File: config.mk
export PLATFORM = sky130hd
export DESIGN_NAME = cpio_newc_entry_parser
export DESIGN_NICKNAME = d
export VERILOG_FILES = /design/src/hw/rtl/cnp_pkg.sv /design/src/hw/rtl/cnp_step.sv /design/src/hw/rtl/cnp_out_reg.sv /design/src/hw/rtl/cpio_newc_entry_parser.sv
export SDC_FILE = /design/constraint.sdc
export NUM_CORES = 1
export LEC_CHECK = 0
export BUFFER_PORTS_ARGS = -buffer_cell sky130_fd_sc_hd__clkbuf_2
export CAP_MARGIN = 10
export CELL_PAD_IN_SITES_DETAIL_PLACEMENT = 1
export CELL_PAD_IN_SITES_GLOBAL_PLACEMENT = 1
export CORE_UTILIZATION = 35
export DETAILED_ROUTE_END_ITERATION = 10
export PLACE_DENSITY_LB_ADDON = 0.08
export SETUP_SLACK_MARGIN = 0.1
export SYNTH_ARGS = -nofsm -noshare
export SYNTH_HDL_FRONTEND = slang
export SYNTH_SLANG_ARGS = --single-unit
File: constraint.sdc
create_clock -name i_clk -period 6.33 [get_ports i_clk]
set_input_delay 1.266 -clock i_clk [delete_from_list [all_inputs] [get_ports i_clk]]
set_output_delay 1.266 -clock i_clk [all_outputs]
set_load 0.05 [all_outputs]
File: src/hw/rtl/cnp_pkg.sv
// cnp_pkg: shared types and constants for the cpio newc entry parser.
// Holds the parse state and result structs, phase/kind codes and header constants.
// No dependencies.
`default_nettype none

package cnp_pkg;

    // phase codes double as byte kind codes
    localparam logic [2:0] PH_HEADER   = 3'd0;
    localparam logic [2:0] PH_NAME     = 3'd1;
    localparam logic [2:0] PH_NAME_PAD = 3'd2;
    localparam logic [2:0] PH_DATA     = 3'd3;
    localparam logic [2:0] PH_DATA_PAD = 3'd4;
    localparam logic [2:0] PH_END      = 3'd5;
    localparam logic [2:0] PH_ERROR    = 3'd6;

    localparam logic [6:0] HEADER_BYTES = 7'd110;
    localparam logic [6:0] MAGIC_BYTES  = 7'd6;
    localparam logic [3:0] TRAILER_LEN  = 4'd10;
    localparam logic [3:0] TRAILER_TERM = 4'd11;

    localparam logic [3:0] FIELD_FILESIZE = 4'd6;
    localparam logic [3:0] FIELD_NAMESIZE = 4'd11;

    localparam logic [7:0] MAGIC_TEXT [0:5] = '{8'h30, 8'h37, 8'h30, 8'h37, 8'h30, 8'h31};
    localparam logic [7:0] TRAILER_TEXT [0:9] = '{
        8'h54, 8'h52, 8'h41, 8'h49, 8'h4C, 8'h45, 8'h52, 8'h21, 8'h21, 8'h21
    };

    typedef struct packed {
        logic [2:0]  phase;
        logic [6:0]  hpos;
        logic [31:0] acc;
        logic [31:0] name_len;
        logic [31:0] file_len;
        logic [31:0] remaining;
        logic [1:0]  offset;
        logic [3:0]  trl_idx;
        logic        trl_miss;
    } t_state;

    typedef struct packed {
        logic [2:0]  byte_kind;
        logic [7:0]  byte_out;
        logic        field_done;
        logic [3:0]  field_index;
        logic [31:0] field_value;
        logic        entry_is_trailer;
        logic        entry_done;
    } t_result;

endpackage

`default_nettype wire

File: src/hw/rtl/cnp_step.sv
// cnp_step: next-state and result logic for one archive byte.
// Pure combinational; uses cnp_pkg for state/result types and constants.
`default_nettype none

module cnp_step import cnp_pkg::*; (
    input  logic [7:0] i_byte,
    input  logic       i_start,
    input  t_state     i_state,
    output t_state     o_state,
    output t_result    o_result
);

    localparam logic [1:0] LVL_NAME     = 2'd0;
    localparam logic [1:0] LVL_NAME_PAD = 2'd1;
    localparam logic [1:0] LVL_DATA     = 2'd2;
    localparam logic [1:0] LVL_DATA_PAD = 2'd3;

    function automatic logic [4:0] hex_digit(input logic [7:0] b);
        logic [7:0] d;
        d = 8'h00;
        if (b >= 8'h30 && b <= 8'h39) begin
            d = b - 8'h30;
            return {1'b1, d[3:0]};
        end
        if (b >= 8'h61 && b <= 8'h66) begin
            d = b - 8'h57;
            return {1'b1, d[3:0]};
        end
        if (b >= 8'h41 && b <= 8'h46) begin
            d = b - 8'h37;
            return {1'b1, d[3:0]};
        end
        return 5'd0;
    endfunction

    t_state      s;
    t_state      n;
    t_result     res;
    logic        enter;
    logic [1:0]  lvl;
    logic        bad;
    logic [4:0]  hex;
    logic [6:0]  fpos;
    logic [31:0] acc_new;
    logic [31:0] rem_dec;
    logic [3:0]  m_idx;
    logic        m_miss;

    always_comb begin
        s = i_state;
        if (i_start) begin
            s = '0;
            s.phase = PH_HEADER;
        end
        n = s;
        n.offset = s.offset + 2'd1;

        res = '0;
        res.byte_out = i_byte;
        res.byte_kind = PH_ERROR;
        enter = 1'b0;
        lvl = LVL_NAME;
        bad = 1'b0;
        hex = hex_digit(i_byte);
        fpos = s.hpos - MAGIC_BYTES;
        acc_new = {s.acc[27:0], hex[3:0]};
        rem_dec = (s.remaining != 32'd0) ? s.remaining - 32'd1 : s.remaining;

        // trailer name compare, one character per name byte
        m_idx = s.trl_idx;
        m_miss = s.trl_miss;
        if (!s.trl_miss && s.trl_idx <= TRAILER_LEN) begin
            if (s.trl_idx < TRAILER_LEN) begin
                if (i_byte == TRAILER_TEXT[s.trl_idx]) begin
                    m_idx = s.trl_idx + 4'd1;
                end else begin
                    m_miss = 1'b1;
                end
            end else begin
                if (i_byte == 8'h00) begin
                    m_idx = TRAILER_TERM;
                end else begin
                    m_miss = 1'b1;
                end
            end
        end

        unique case (s.phase)
            PH_HEADER: begin
                res.byte_kind = PH_HEADER;
                if (s.hpos < MAGIC_BYTES) begin
                    bad = (i_byte != MAGIC_TEXT[s.hpos[2:0]]);
                end else if (s.hpos < HEADER_BYTES) begin
                    if (!hex[4]) begin
                        bad = 1'b1;
                    end else begin
                        n.acc = acc_new;
                        if (fpos[2:0] == 3'd7) begin
                            res.field_done = 1'b1;
                            res.field_index = fpos[6:3];
                            res.field_value = acc_new;
                            if (fpos[6:3] == FIELD_FILESIZE) begin
                                n.file_len = acc_new;
                            end
                            if (fpos[6:3] == FIELD_NAMESIZE) begin
                                n.name_len = acc_new;
                            end
                            n.acc = 32'd0;
                        end
                    end
                end else begin
                    bad = 1'b1;
                end
                if (bad) begin
                    n.phase = PH_ERROR;
                    res.byte_kind = PH_ERROR;
                    res.field_done = 1'b0;
                    res.field_index = 4'd0;
                    res.field_value = 32'd0;
                end else if (s.hpos == HEADER_BYTES - 7'd1) begin
                    enter = 1'b1;
                    lvl = LVL_NAME;
                end else begin
                    n.hpos = s.hpos + 7'd1;
                end
            end
            PH_NAME: begin
                res.byte_kind = PH_NAME;
                n.trl_idx = m_idx;
                n.trl_miss = m_miss;
                n.remaining = rem_dec;
                if (rem_dec == 32'd0) begin
                    res.entry_is_trailer = !m_miss && (m_idx >= TRAILER_LEN);
                    enter = 1'b1;
                    lvl = LVL_NAME_PAD;
                end
            end
            PH_NAME_PAD: begin
                res.byte_kind = PH_NAME_PAD;
                res.entry_is_trailer = !s.trl_miss && (s.trl_idx >= TRAILER_LEN);
                if (n.offset == 2'd0) begin
                    enter = 1'b1;
                    lvl = LVL_DATA;
                end
            end
            PH_DATA: begin
                res.byte_kind = PH_DATA;
                res.entry_is_trailer = !s.trl_miss && (s.trl_idx >= TRAILER_LEN);
                n.remaining = rem_dec;
                if (rem_dec == 32'd0) begin
                    enter = 1'b1;
                    lvl = LVL_DATA_PAD;
                end
            end
            PH_DATA_PAD: begin
                res.byte_kind = PH_DATA_PAD;
                res.entry_is_trailer = !s.trl_miss && (s.trl_idx >= TRAILER_LEN);
                enter = 1'b1;
                lvl = LVL_DATA_PAD;
            end
            PH_END: begin
                res.byte_kind = PH_END;
            end
            default: begin
                res.byte_kind = PH_ERROR;
                n.phase = PH_ERROR;
            end
        endcase

        // phase transition chain: zero lengths and aligned offsets fall through
        if (enter) begin
            if (lvl == LVL_NAME && n.name_len != 32'd0) begin
                n.phase = PH_NAME;
                n.remaining = n.name_len;
            end else if (lvl <= LVL_NAME_PAD && n.offset != 2'd0) begin
                n.phase = PH_NAME_PAD;
            end else if (lvl <= LVL_DATA && n.file_len != 32'd0) begin
                n.phase = PH_DATA;
                n.remaining = n.file_len;
            end else if (n.offset != 2'd0) begin
                n.phase = PH_DATA_PAD;
            end else begin
                res.entry_done = 1'b1;
                if (!n.trl_miss && n.trl_idx >= TRAILER_LEN) begin
                    n.phase = PH_END;
                end else begin
                    n.phase = PH_HEADER;
                    n.hpos = 7'd0;
                    n.acc = 32'd0;
                    n.trl_idx = 4'd0;
                    n.trl_miss = 1'b0;
                end
            end
        end

        o_state = n;
        o_result = res;
    end

endmodule

`default_nettype wire

File: src/hw/rtl/cnp_out_reg.sv
// cnp_out_reg: result register with valid/ready toward the receiver.
// Uses cnp_pkg for the result struct.
`default_nettype none

module cnp_out_reg import cnp_pkg::*; (
    input  logic    i_clk,
    input  logic    i_rst_n,
    input  logic    i_load,
    input  t_result i_data,
    input  logic    i_ready,
    output logic    o_valid,
    output t_result o_data
);

    logic    r_valid;
    t_result r_data;

    always_ff @(posedge i_clk) begin
        if (!i_rst_n) begin
            r_valid <= 1'b0;
        end else if (i_load) begin
            r_valid <= 1'b1;
        end else if (i_ready) begin
            r_valid <= 1'b0;
        end
    end

    always_ff @(posedge i_clk) begin
        if (i_load) begin
            r_data <= i_data;
        end
    end

    assign o_valid = r_valid;
    assign o_data  = r_data;

endmodule

`default_nettype wire

File: src/hw/rtl/cpio_newc_entry_parser.sv
// cpio_newc_entry_parser: classifies a cpio newc archive stream byte by byte.
// Uses cnp_pkg, cnp_step (per-byte logic) and cnp_out_reg (result register).
//
// Input channel: i_in_valid / o_in_ready carry one archive byte per request,
// with i_start_archive set on the first byte of a new archive.
// Output channel: o_out_valid / i_out_ready carry one result per input byte:
// byte kind, the byte itself, header field completion (index and value),
// trailer flag and end-of-entry flag.
// Each byte waits in the input register, then the per-byte logic loads its result
// into the result register.
// Throughput: one byte per cycle while the output is not stalled; the parse state updates
// as a byte moves from the input register into the result register.
// Reset: i_rst_n low clears both pipeline valids and the parse state to
// header phase at archive offset zero.
// Stall: while i_out_ready is low a held result blocks the input register;
// o_in_ready drops once the input register is also full, and no request is
// dropped or repeated.
`default_nettype none

module cpio_newc_entry_parser import cnp_pkg::*; (
    input  logic        i_clk,
    input  logic        i_rst_n,
    input  logic        i_in_valid,
    output logic        o_in_ready,
    input  logic [7:0]  i_data_byte,
    input  logic        i_start_archive,
    output logic        o_out_valid,
    input  logic        i_out_ready,
    output logic [2:0]  o_byte_kind,
    output logic [7:0]  o_byte_out,
    output logic        o_field_done,
    output logic [3:0]  o_field_index,
    output logic [31:0] o_field_value,
    output logic        o_entry_is_trailer,
    output logic        o_entry_done
);

    logic       r_in_valid;
    logic [7:0] r_in_byte;
    logic       r_in_start;
    t_state     r_state;
    t_state     n_state;
    t_result    step_res;
    t_result    out_res;
    logic       s1_fire;
    logic       in_fire;

    assign s1_fire    = r_in_valid && (!o_out_valid || i_out_ready);
    assign o_in_ready = !r_in_valid || s1_fire;
    assign in_fire    = i_in_valid && o_in_ready;

    always_ff @(posedge i_clk) begin
        if (!i_rst_n) begin
            r_in_valid <= 1'b0;
        end else if (in_fire) begin
            r_in_valid <= 1'b1;
        end else if (s1_fire) begin
            r_in_valid <= 1'b0;
        end
    end

    always_ff @(posedge i_clk) begin
        if (in_fire) begin
            r_in_byte  <= i_data_byte;
            r_in_start <= i_start_archive;
        end
    end

    cnp_step u_step (
        .i_byte   (r_in_byte),
        .i_start  (r_in_start),
        .i_state  (r_state),
        .o_state  (n_state),
        .o_result (step_res)
    );

    // all-zero state is header phase at offset zero
    always_ff @(posedge i_clk) begin
        if (!i_rst_n) begin
            r_state <= '0;
        end else if (s1_fire) begin
            r_state <= n_state;
        end
    end

    cnp_out_reg u_out (
        .i_clk   (i_clk),
        .i_rst_n (i_rst_n),
        .i_load  (s1_fire),
        .i_data  (step_res),
        .i_ready (i_out_ready),
        .o_valid (o_out_valid),
        .o_data  (out_res)
    );

    assign o_byte_kind        = out_res.byte_kind;
    assign o_byte_out         = out_res.byte_out;
    assign o_field_done       = out_res.field_done;
    assign o_field_index      = out_res.field_index;
    assign o_field_value      = out_res.field_value;
    assign o_entry_is_trailer = out_res.entry_is_trailer;
    assign o_entry_done       = out_res.entry_done;

`ifndef ASSERT_OFF
    a_hold_when_blocked: assert property (@(posedge i_clk) disable iff (!i_rst_n)
        r_in_valid && o_out_valid && !i_out_ready |=> r_in_valid && o_out_valid)
        else $error("input register lost a request while output stalled");

    a_error_sticky: assert property (@(posedge i_clk) disable iff (!i_rst_n)
        s1_fire && !r_in_start && r_state.phase == PH_ERROR |=> r_state.phase == PH_ERROR)
        else $error("error phase left without restart");

    a_end_sticky: assert property (@(posedge i_clk) disable iff (!i_rst_n)
        s1_fire && !r_in_start && r_state.phase == PH_END |=> r_state.phase == PH_END)
        else $error("after-end phase left without restart");

    a_hpos_range: assert property (@(posedge i_clk) disable iff (!i_rst_n)
        r_state.phase == PH_HEADER |-> r_state.hpos < HEADER_BYTES)
        else $error("header position out of range");

    a_field_in_header: assert property (@(posedge i_clk) disable iff (!i_rst_n)
        o_out_valid && o_field_done |-> o_byte_kind == PH_HEADER && o_field_index <= 4'd12)
        else $error("field completion outside header");
`endif

endmodule

`default_nettype wire
## After elaboration in Yosys (flattened, before gate mapping)

Memory sizes are Yosys's and may differ from the RTL's.
Cells that the tools add are included.
W data, S select, Z words.

- Word-level logic and storage cells: 184
- Memory bits (writable): 0
- Memories: 2
- Input port bits: 13
- Bits in read-only memories: 192
- Flip-flop bits (word level): 206
- Bits in latches: 0
- Output and inout port bits: 52

Memory list:

| memory | depth | width | read ports | clocked after memory_dff | write ports | RTL line | text |
|---|---|---|---|---|---|---|---|
| (name not given) | 16 | 8 | 1 | 0 | 0 | cnp_step.sv:74 | `if (i_byte == TRAILER_TEXT[s.trl_idx]) begin` |
| (name not given) | 8 | 8 | 1 | 0 | 0 | cnp_step.sv:92 | `bad = (i_byte != MAGIC_TEXT[s.hpos[2:0]]);` |

- $lt $le $gt $ge: 17
- Multiplexer cells: 83
- Div/mod/pow operators: 0
- Reductions and logical operators: 36
- Shift-type cells: 0
- $add $sub $neg: 8
- Equality and inequality tests: 11
- $mul: 0
- Bitwise logic cells: 7

Operators with widths:

| cell | number |
|---|---|
| $mux W96 | 4 |
| $mux W32 | 8 |
| $mux W39 | 5 |
| $mux W145 | 1 |
| $mux W103 | 1 |
| $reduce_bool A32 Y1 | 3 |
| $mux W5 | 13 |
| $mux W42 | 1 |
| $mux W37 | 1 |
| $logic_not A32 Y1 | 1 |
| $mux W8 | 4 |
| $sub A32 B1 Y32 const B | 1 |
| $mux W1 | 25 |
| $mux W3 | 7 |
| $pmux W3 S6 | 1 |
| $ge A4 B4 Y1 const B | 4 |
| $ge A8 B7 Y1 const B | 2 |
| $le A8 B7 Y1 const B | 2 |
| $mux W4 | 4 |
| $mux W7 | 2 |
| $logic_and A1 B1 Y1 | 12 |
| $reduce_or A5 Y1 | 2 |
| $eq A3 B3 Y1 const B | 3 |
| $eq A8 B8 Y1 | 1 |
| 39 further kinds | 54 |

## Longest topological paths before layout

- Depth after elaboration: 21
- Gate-level depth with buffers: 22
- Mapped depth without buffers: 15

## Modules after synthesis

A second synthesis with hierarchy kept.

- Cell total of the unflattened synthesis: 1669
- Area, all modules: 13728.2 um^2

By module, submodules not included:

| module | area each (um^2) | sequential area each (um^2) | cells an instance | instances |
|---|---|---|---|---|
| cpio_newc_entry_parser | 6229.7 | 3193.1 | 644 | 1 |
| cnp_step | 5955.7 | 0.0 | 972 | 1 |
| cnp_out_reg | 1542.7 | 1521.5 | 53 | 1 |

## Worst setup path after synthesis

OpenSTA, ideal clock, no wires.

- Kind: reg2reg
- From: reg r_in_start
- To: reg r_state[27] in the netlist's numbering
- Arrival: 5087 ps
- Period minus slack after synthesis: 5177 ps
- Library setup time: 90 ps
- Buffers on the path: 7
- Data required time: 6240 ps
- Path slack: 1153 ps
- Stages on the path, launching flop included: 21
- Cell sequence: edfxtp_1 > clkbuf_1 > clkbuf_1 > buf_1 > clkbuf_1 > clkbuf_1 > nor2b_1 > ha_1 > clkbuf_1 > a21o_1 > a221oi_1 > o21ai_1 > or4_1 > a21oi_1 > o21ai_0 > nor2_1 > o311a_1 > o21ai_2 > buf_6 > or4b_1 > a31oi_1

- Longest elaborated chain between the ends: 15
- Elaborated cells on any way between the ends: 58
- Classes of those cells: 3 x add/sub; 4 x order compare; 9 x eq/ne; 28 x mux; 1 x bitwise; 12 x reduce/logical; 1 x memory

Ends and longest elaborated chain:

| element | RTL line | text |
|---|---|---|
| from (decl) | cpio_newc_entry_parser.sv:40 | `logic r_in_start;` |
| from (signal assigned) | cpio_newc_entry_parser.sv:65 | `r_in_start <= i_start_archive;` |
| $mux W145 (*) | cnp_step.sv:51 | `if (i_start) begin` |
| parallel branches: the longest is 13 deep, another holds $sub A32 B1 Y32 | -- |  |
| $mux W32 (*) | cnp_step.sv:171 | `if (enter) begin` |
| to (signal assigned) | cpio_newc_entry_parser.sv:82 | `r_state <= n_state;` |
| to (decl) | cpio_newc_entry_parser.sv:41 | `t_state r_state;` |

Every way passes the cells marked *. The select of a mux whose other input is x is not followed.
A chain may end at the register's enable or synchronous reset.

## Worst setup path after layout

- From: reg r_in_start
- To: reg r_state[113] in the netlist's numbering

- Longest elaborated chain between the ends: 18
- Elaborated cells on any way between the ends: 81
- Classes of those cells: 4 x add/sub; 7 x order compare; 10 x eq/ne; 40 x mux; 2 x bitwise; 16 x reduce/logical; 2 x memory

Ends and longest elaborated chain:

| element | RTL line | text |
|---|---|---|
| $mux W145 (*) | cnp_step.sv:51 |  |
| $not A4 Y5 (not written as such) | cnp_step.sv:74 |  |
| $mem_v2 Z16 W8 | -- |  |
| $mux W8 (not written as such) (2 in a row) | cnp_step.sv:74 |  |
| $eq A8 B8 Y1 | cnp_step.sv:74 |  |
| $mux W4 or $mux W1 (tied branches) | cnp_step.sv:74 |  |
| $mux W4 or $mux W1 (tied branches) | cnp_step.sv:73 | `if (s.trl_idx < TRAILER_LEN) begin` |
| $mux W4 or $mux W1 (tied branches) | cnp_step.sv:72 | `if (!s.trl_miss && s.trl_idx <= TRAILER_LEN) begin` |
| $mux W5 | cnp_step.sv:88 | `unique case (s.phase)` |
| $ge A4 B4 Y1 or $logic_not A1 Y1 (tied branches) | cnp_step.sv:184 | `if (!n.trl_miss && n.trl_idx >= TRAILER_LEN) begin` |
| $logic_and A1 B1 Y1 | cnp_step.sv:184 |  |
| $mux W39 | cnp_step.sv:184 |  |
| $mux W39 | cnp_step.sv:180 | `end else if (n.offset != 2'd0) begin` |
| $mux W39 | cnp_step.sv:177 | `end else if (lvl <= LVL_DATA && n.file_len != 32'd0) begin` |
| $mux W39 | cnp_step.sv:175 | `end else if (lvl <= LVL_NAME_PAD && n.offset != 2'd0) begin` |
| $mux W39 | cnp_step.sv:172 | `if (lvl == LVL_NAME && n.name_len != 32'd0) begin` |
| $mux W42 (*) | cnp_step.sv:171 |  |

Mark *: on every way between the ends. The rest lies on a longest branch, timed or not. The select of a mux whose other input is x is not followed.

==> impl_metrics.py <==
metrics = {
    "outcome": {
        "outcome": "finished clean",
    },
    "global_route": {
        "grt_pass1_vias": 10618,
        "track_usage_pct": 26.0,
        "grt_pass1_wl_mm": 67.5,
        "grt_antenna_before_repair": 0,
        "gr-total-overflow": 0,
        "grt_max_degree": 72,
    },
    "timing": {
        "worst_slack_ns": 0.913,
        "hold_viol": 0,
        "final.setup.tns_ns": 0,
        "setup_viol_count_final": 0,
        "worst-slew-pin-transition_ns": 1.09,
        "max_slew_margin_pct": 27.6,
        "fmax_ghz": 0.185,
        "finClkSkew_ns": 0.0196,
        "fin_crit_ns": 5.42,
        "drv_slew": 0,
        "rsz0062_at_grt": "no",
        "period_share_pct": 85.6,
    },
    "floorplanning": {
        "initial_utilization_pct": 36.0,
        "die_width_um": 183,
        "die-area_mm2": 0.0336,
        "io_pins": 65,
        "fp-row-count": 65,
        "core_area_mm2": 0.0320,
        "die_y_um": 183,
    },
    "cts": {
        "cts_made_buffers": 24,
        "clkTransAtPathRegs_ns": 0.06,
        "cts_sinks": 202,
        "cts.hold.buffers_added": 0,
        "cts_resized": 0,
        "cts_root_buffer": "clkbuf_16",
        "htree_levels": 1,
        "cts_setup_buffers": 0,
        "clk_latency_ns": 0.53,
        "cts_buffer_depth": 3,
        "cts_tree": "built",
    },
    "critical_path": {
        "reg2reg_from": "r_in_start$_DFFE_PP_",
        "crit_chain": "nor2b_1 > ha_1 > nor2_1 > a221oi_1 > o21ai_1 > or4_1 > a21oi_1 > o21ai_0 > a31oi_1 > a21boi_1 > nor4_2 > o31ai_4 > a22o_1",
        "critPathLaunchType": "flop",
        "crit_path_start": "r_in_start$_DFFE_PP_",
        "cp.required_ns": 6.79,
        "crit_family": "compound AO/OA/AOI/OAI gates",
        "cpPeakStageDelay_ns": 0.93,
        "worstSetupPathType": "flop to flop",
        "cp_num_buf_inv": 0,
        "path_max_fanout": 26,
        "end_kind": "flop",
        "worstPathArrival_ns": 5.87,
        "slowest_stage": "o31ai_4",
        "rrSetupSlack_ns": 0.91,
    },
    "yosys": {
        "synth-main-ff-cell": "dfxtp_1",
        "ys_ff_latch": 202,
        "seq_area_frac_synth_pct": 40.3,
        "synth_largest_area_cell": "dfxtp_1",
        "synth.distinct_cells": 95,
        "synth.cell_area_mm2": 0.0115,
        "ys_top_cells_by_area": "dfxtp_1 (25%), edfxtp_1 (15%), nor2_1 (6.0%)",
        "async_flop_share_pct": 0,
        "synth_top_cell_area_share_pct": 24.9,
        "synth_edf_count": 59,
        "syn_inst": 1338,
        "yosys-top-cells-count": "nor2_1 (185), dfxtp_1 (143), clkbuf_1 (86)",
        "synth_most_common_cell": "nor2_1",
        "synth_fp_nets": 1365,
        "syn_avg_cell_area_um2": 8.59,
        "yosysWarningCount": 0,
    },
    "final_layout": {
        "antenna_cells": 0,
        "syn2layout_area_growth_pct": 14.0,
        "multi_input_area_mm2": 0.00635,
        "layout-drive-gt1-share_pct": 13.6,
        "fillers": 3718,
        "final_cell_area_mm2": 0.0131,
        "nNetsFinal": 1376,
        "regArea_mm2": 0.00463,
    },
    "route": {
        "wl_per_cell_um": 24.3,
        "firstDrtPassIters": 5,
        "drt_iter0_markers": 832,
        "vias": 10997,
        "routed_wl_mm": 43.7,
        "viasPerCell": 6.10,
        "drcViolationCount": 0,
        "postRouteAntennaNets": 0,
    },
    "min_path": {
        "hold_path.class": "flop to flop",
        "hp-start": "r_state[6]$_SDFFE_PN0P_",
    },
    "power_and_ir_drop": {
        "intPower_mw": 2.44,
        "combPwrFrac_pct": 11.7,
        "p_sw_mw": 0.886,
        "power_density_mw_per_mm2": 254,
        "p_leak_nw": 4.79,
        "vdd_drop_max_mv": 0.198,
        "power_frac_seq_pct": 41.7,
        "switching_share_pct": 26.6,
        "clockPowerShare_pct": 46.6,
    },
    "run": {
        "drv_cap": 0,
    },
    "place": {
        "numPortBuffers": 64,
        "dp_hpwl_mm": 30.9,
        "postPlaceCellArea_mm2": 0.0122,
        "place_congestion": 0.899,
        "dp_slack_ns": 1.03,
    },
}
## through the flow
step | cells | utilization (%) | power [mW] | hold slack (ns)
floorplan | 1338 | - | 1.68 | 0.432
global placement | 1757 | 38.2 | 1.80 | 0.442
detailed placement | 1757 | 38.2 | 1.80 | 0.448
CTS | 1801 | 41.0 | 3.36 | 0.458
global route | 1802 | 41.0 | 3.44 | 0.487
finish | 1802 | 41.0 | 3.33 | 0.453
## power by group through the flow
stage	Combinational (mW)	Sequential, mW	Clock [mW]
2_1_floorplan	0.226	1.45	0
3_3_place_gp	0.387	1.42	0
3_5_place_dp	0.386	1.42	0
4_1_cts	0.388	1.39	1.59
5_1_grt	0.417	1.39	1.63
6_report	0.390	1.39	1.55
## registers in the layout, indices dropped and copies added (netlist names)
register	flops
r_in_byte	8
r_in_start	1
u_out.o_valid	1
r_in_valid	1
u_out.o_data	50
r_state	141
## routing by layer
layer | global-route usage [%] | vias up | share of wire [%] | wire [um]
met5 | 0 | - | 0 | 0
met4 | 5.77 | 0 | 1.9 | 839
met3 | 2.78 | 55 | 5.0 | 2210
met2 | 38.6 | 345 | 43 | 18800
met1 | 39.8 | 5522 | 50 | 21900
li1 | - | 5075 | - | -
## layout make-up
type	instances	area share (%)
Sequential cell	202	35.4
Tap cell	435	4.15
Timing Repair Buffer	96	4.37
Multi-Input combinational cell	1000	48.5
Clock buffer	33	5.63
Clock inverter	11	1.24
Inverter	25	0.735
## placed cells by master (no fill, tap or decap), types with 29 or more instances in the layout
master,instances
a22oi_1,69
dfxtp_1,143
nor3_1,41
nand3_1,31
nand2_1,72
buf_4,31
nor2b_1,37
nor4_1,37
a21oi_1,64
a22o_1,29
edfxtp_1,59
nor2_1,184
and2_1,31
o21ai_0,49
clkbuf_2,64
## worst paths after layout
check	depth (start not counted)	endpoint
setup reg to reg	13	r_state[113]$_SDFFE_PN0P_
hold reg to reg	2	r_state[6]$_SDFFE_PN0P_
hold / removal	2	r_state[6]$_SDFFE_PN0P_
setup / recovery	13	r_state[113]$_SDFFE_PN0P_
## worst register-to-register path: stages, from the launching register on
cell      delay [ns]
edfxtp_1        0.50
nor2b_1         0.36
ha_1            0.48
nor2_1          0.11
a221oi_1        0.50
o21ai_1         0.21
or4_1           0.78
a21oi_1         0.21
o21ai_0         0.16
a31oi_1         0.24
a21boi_1        0.40
nor4_2          0.18
o31ai_4         0.94
a22o_1          0.28
## cell families after synthesis
logic type | synth area share, %
xor gates and xnor gates | 2.13
AOI/OAI and AO/OA | 25.2
adders and majority gates | 1.52
buffers and inverters | 4.93
DFF | 40.3
muxes | 1.09
and+or+nand+nor | 24.8
Power figures use the tool's default switching activity.
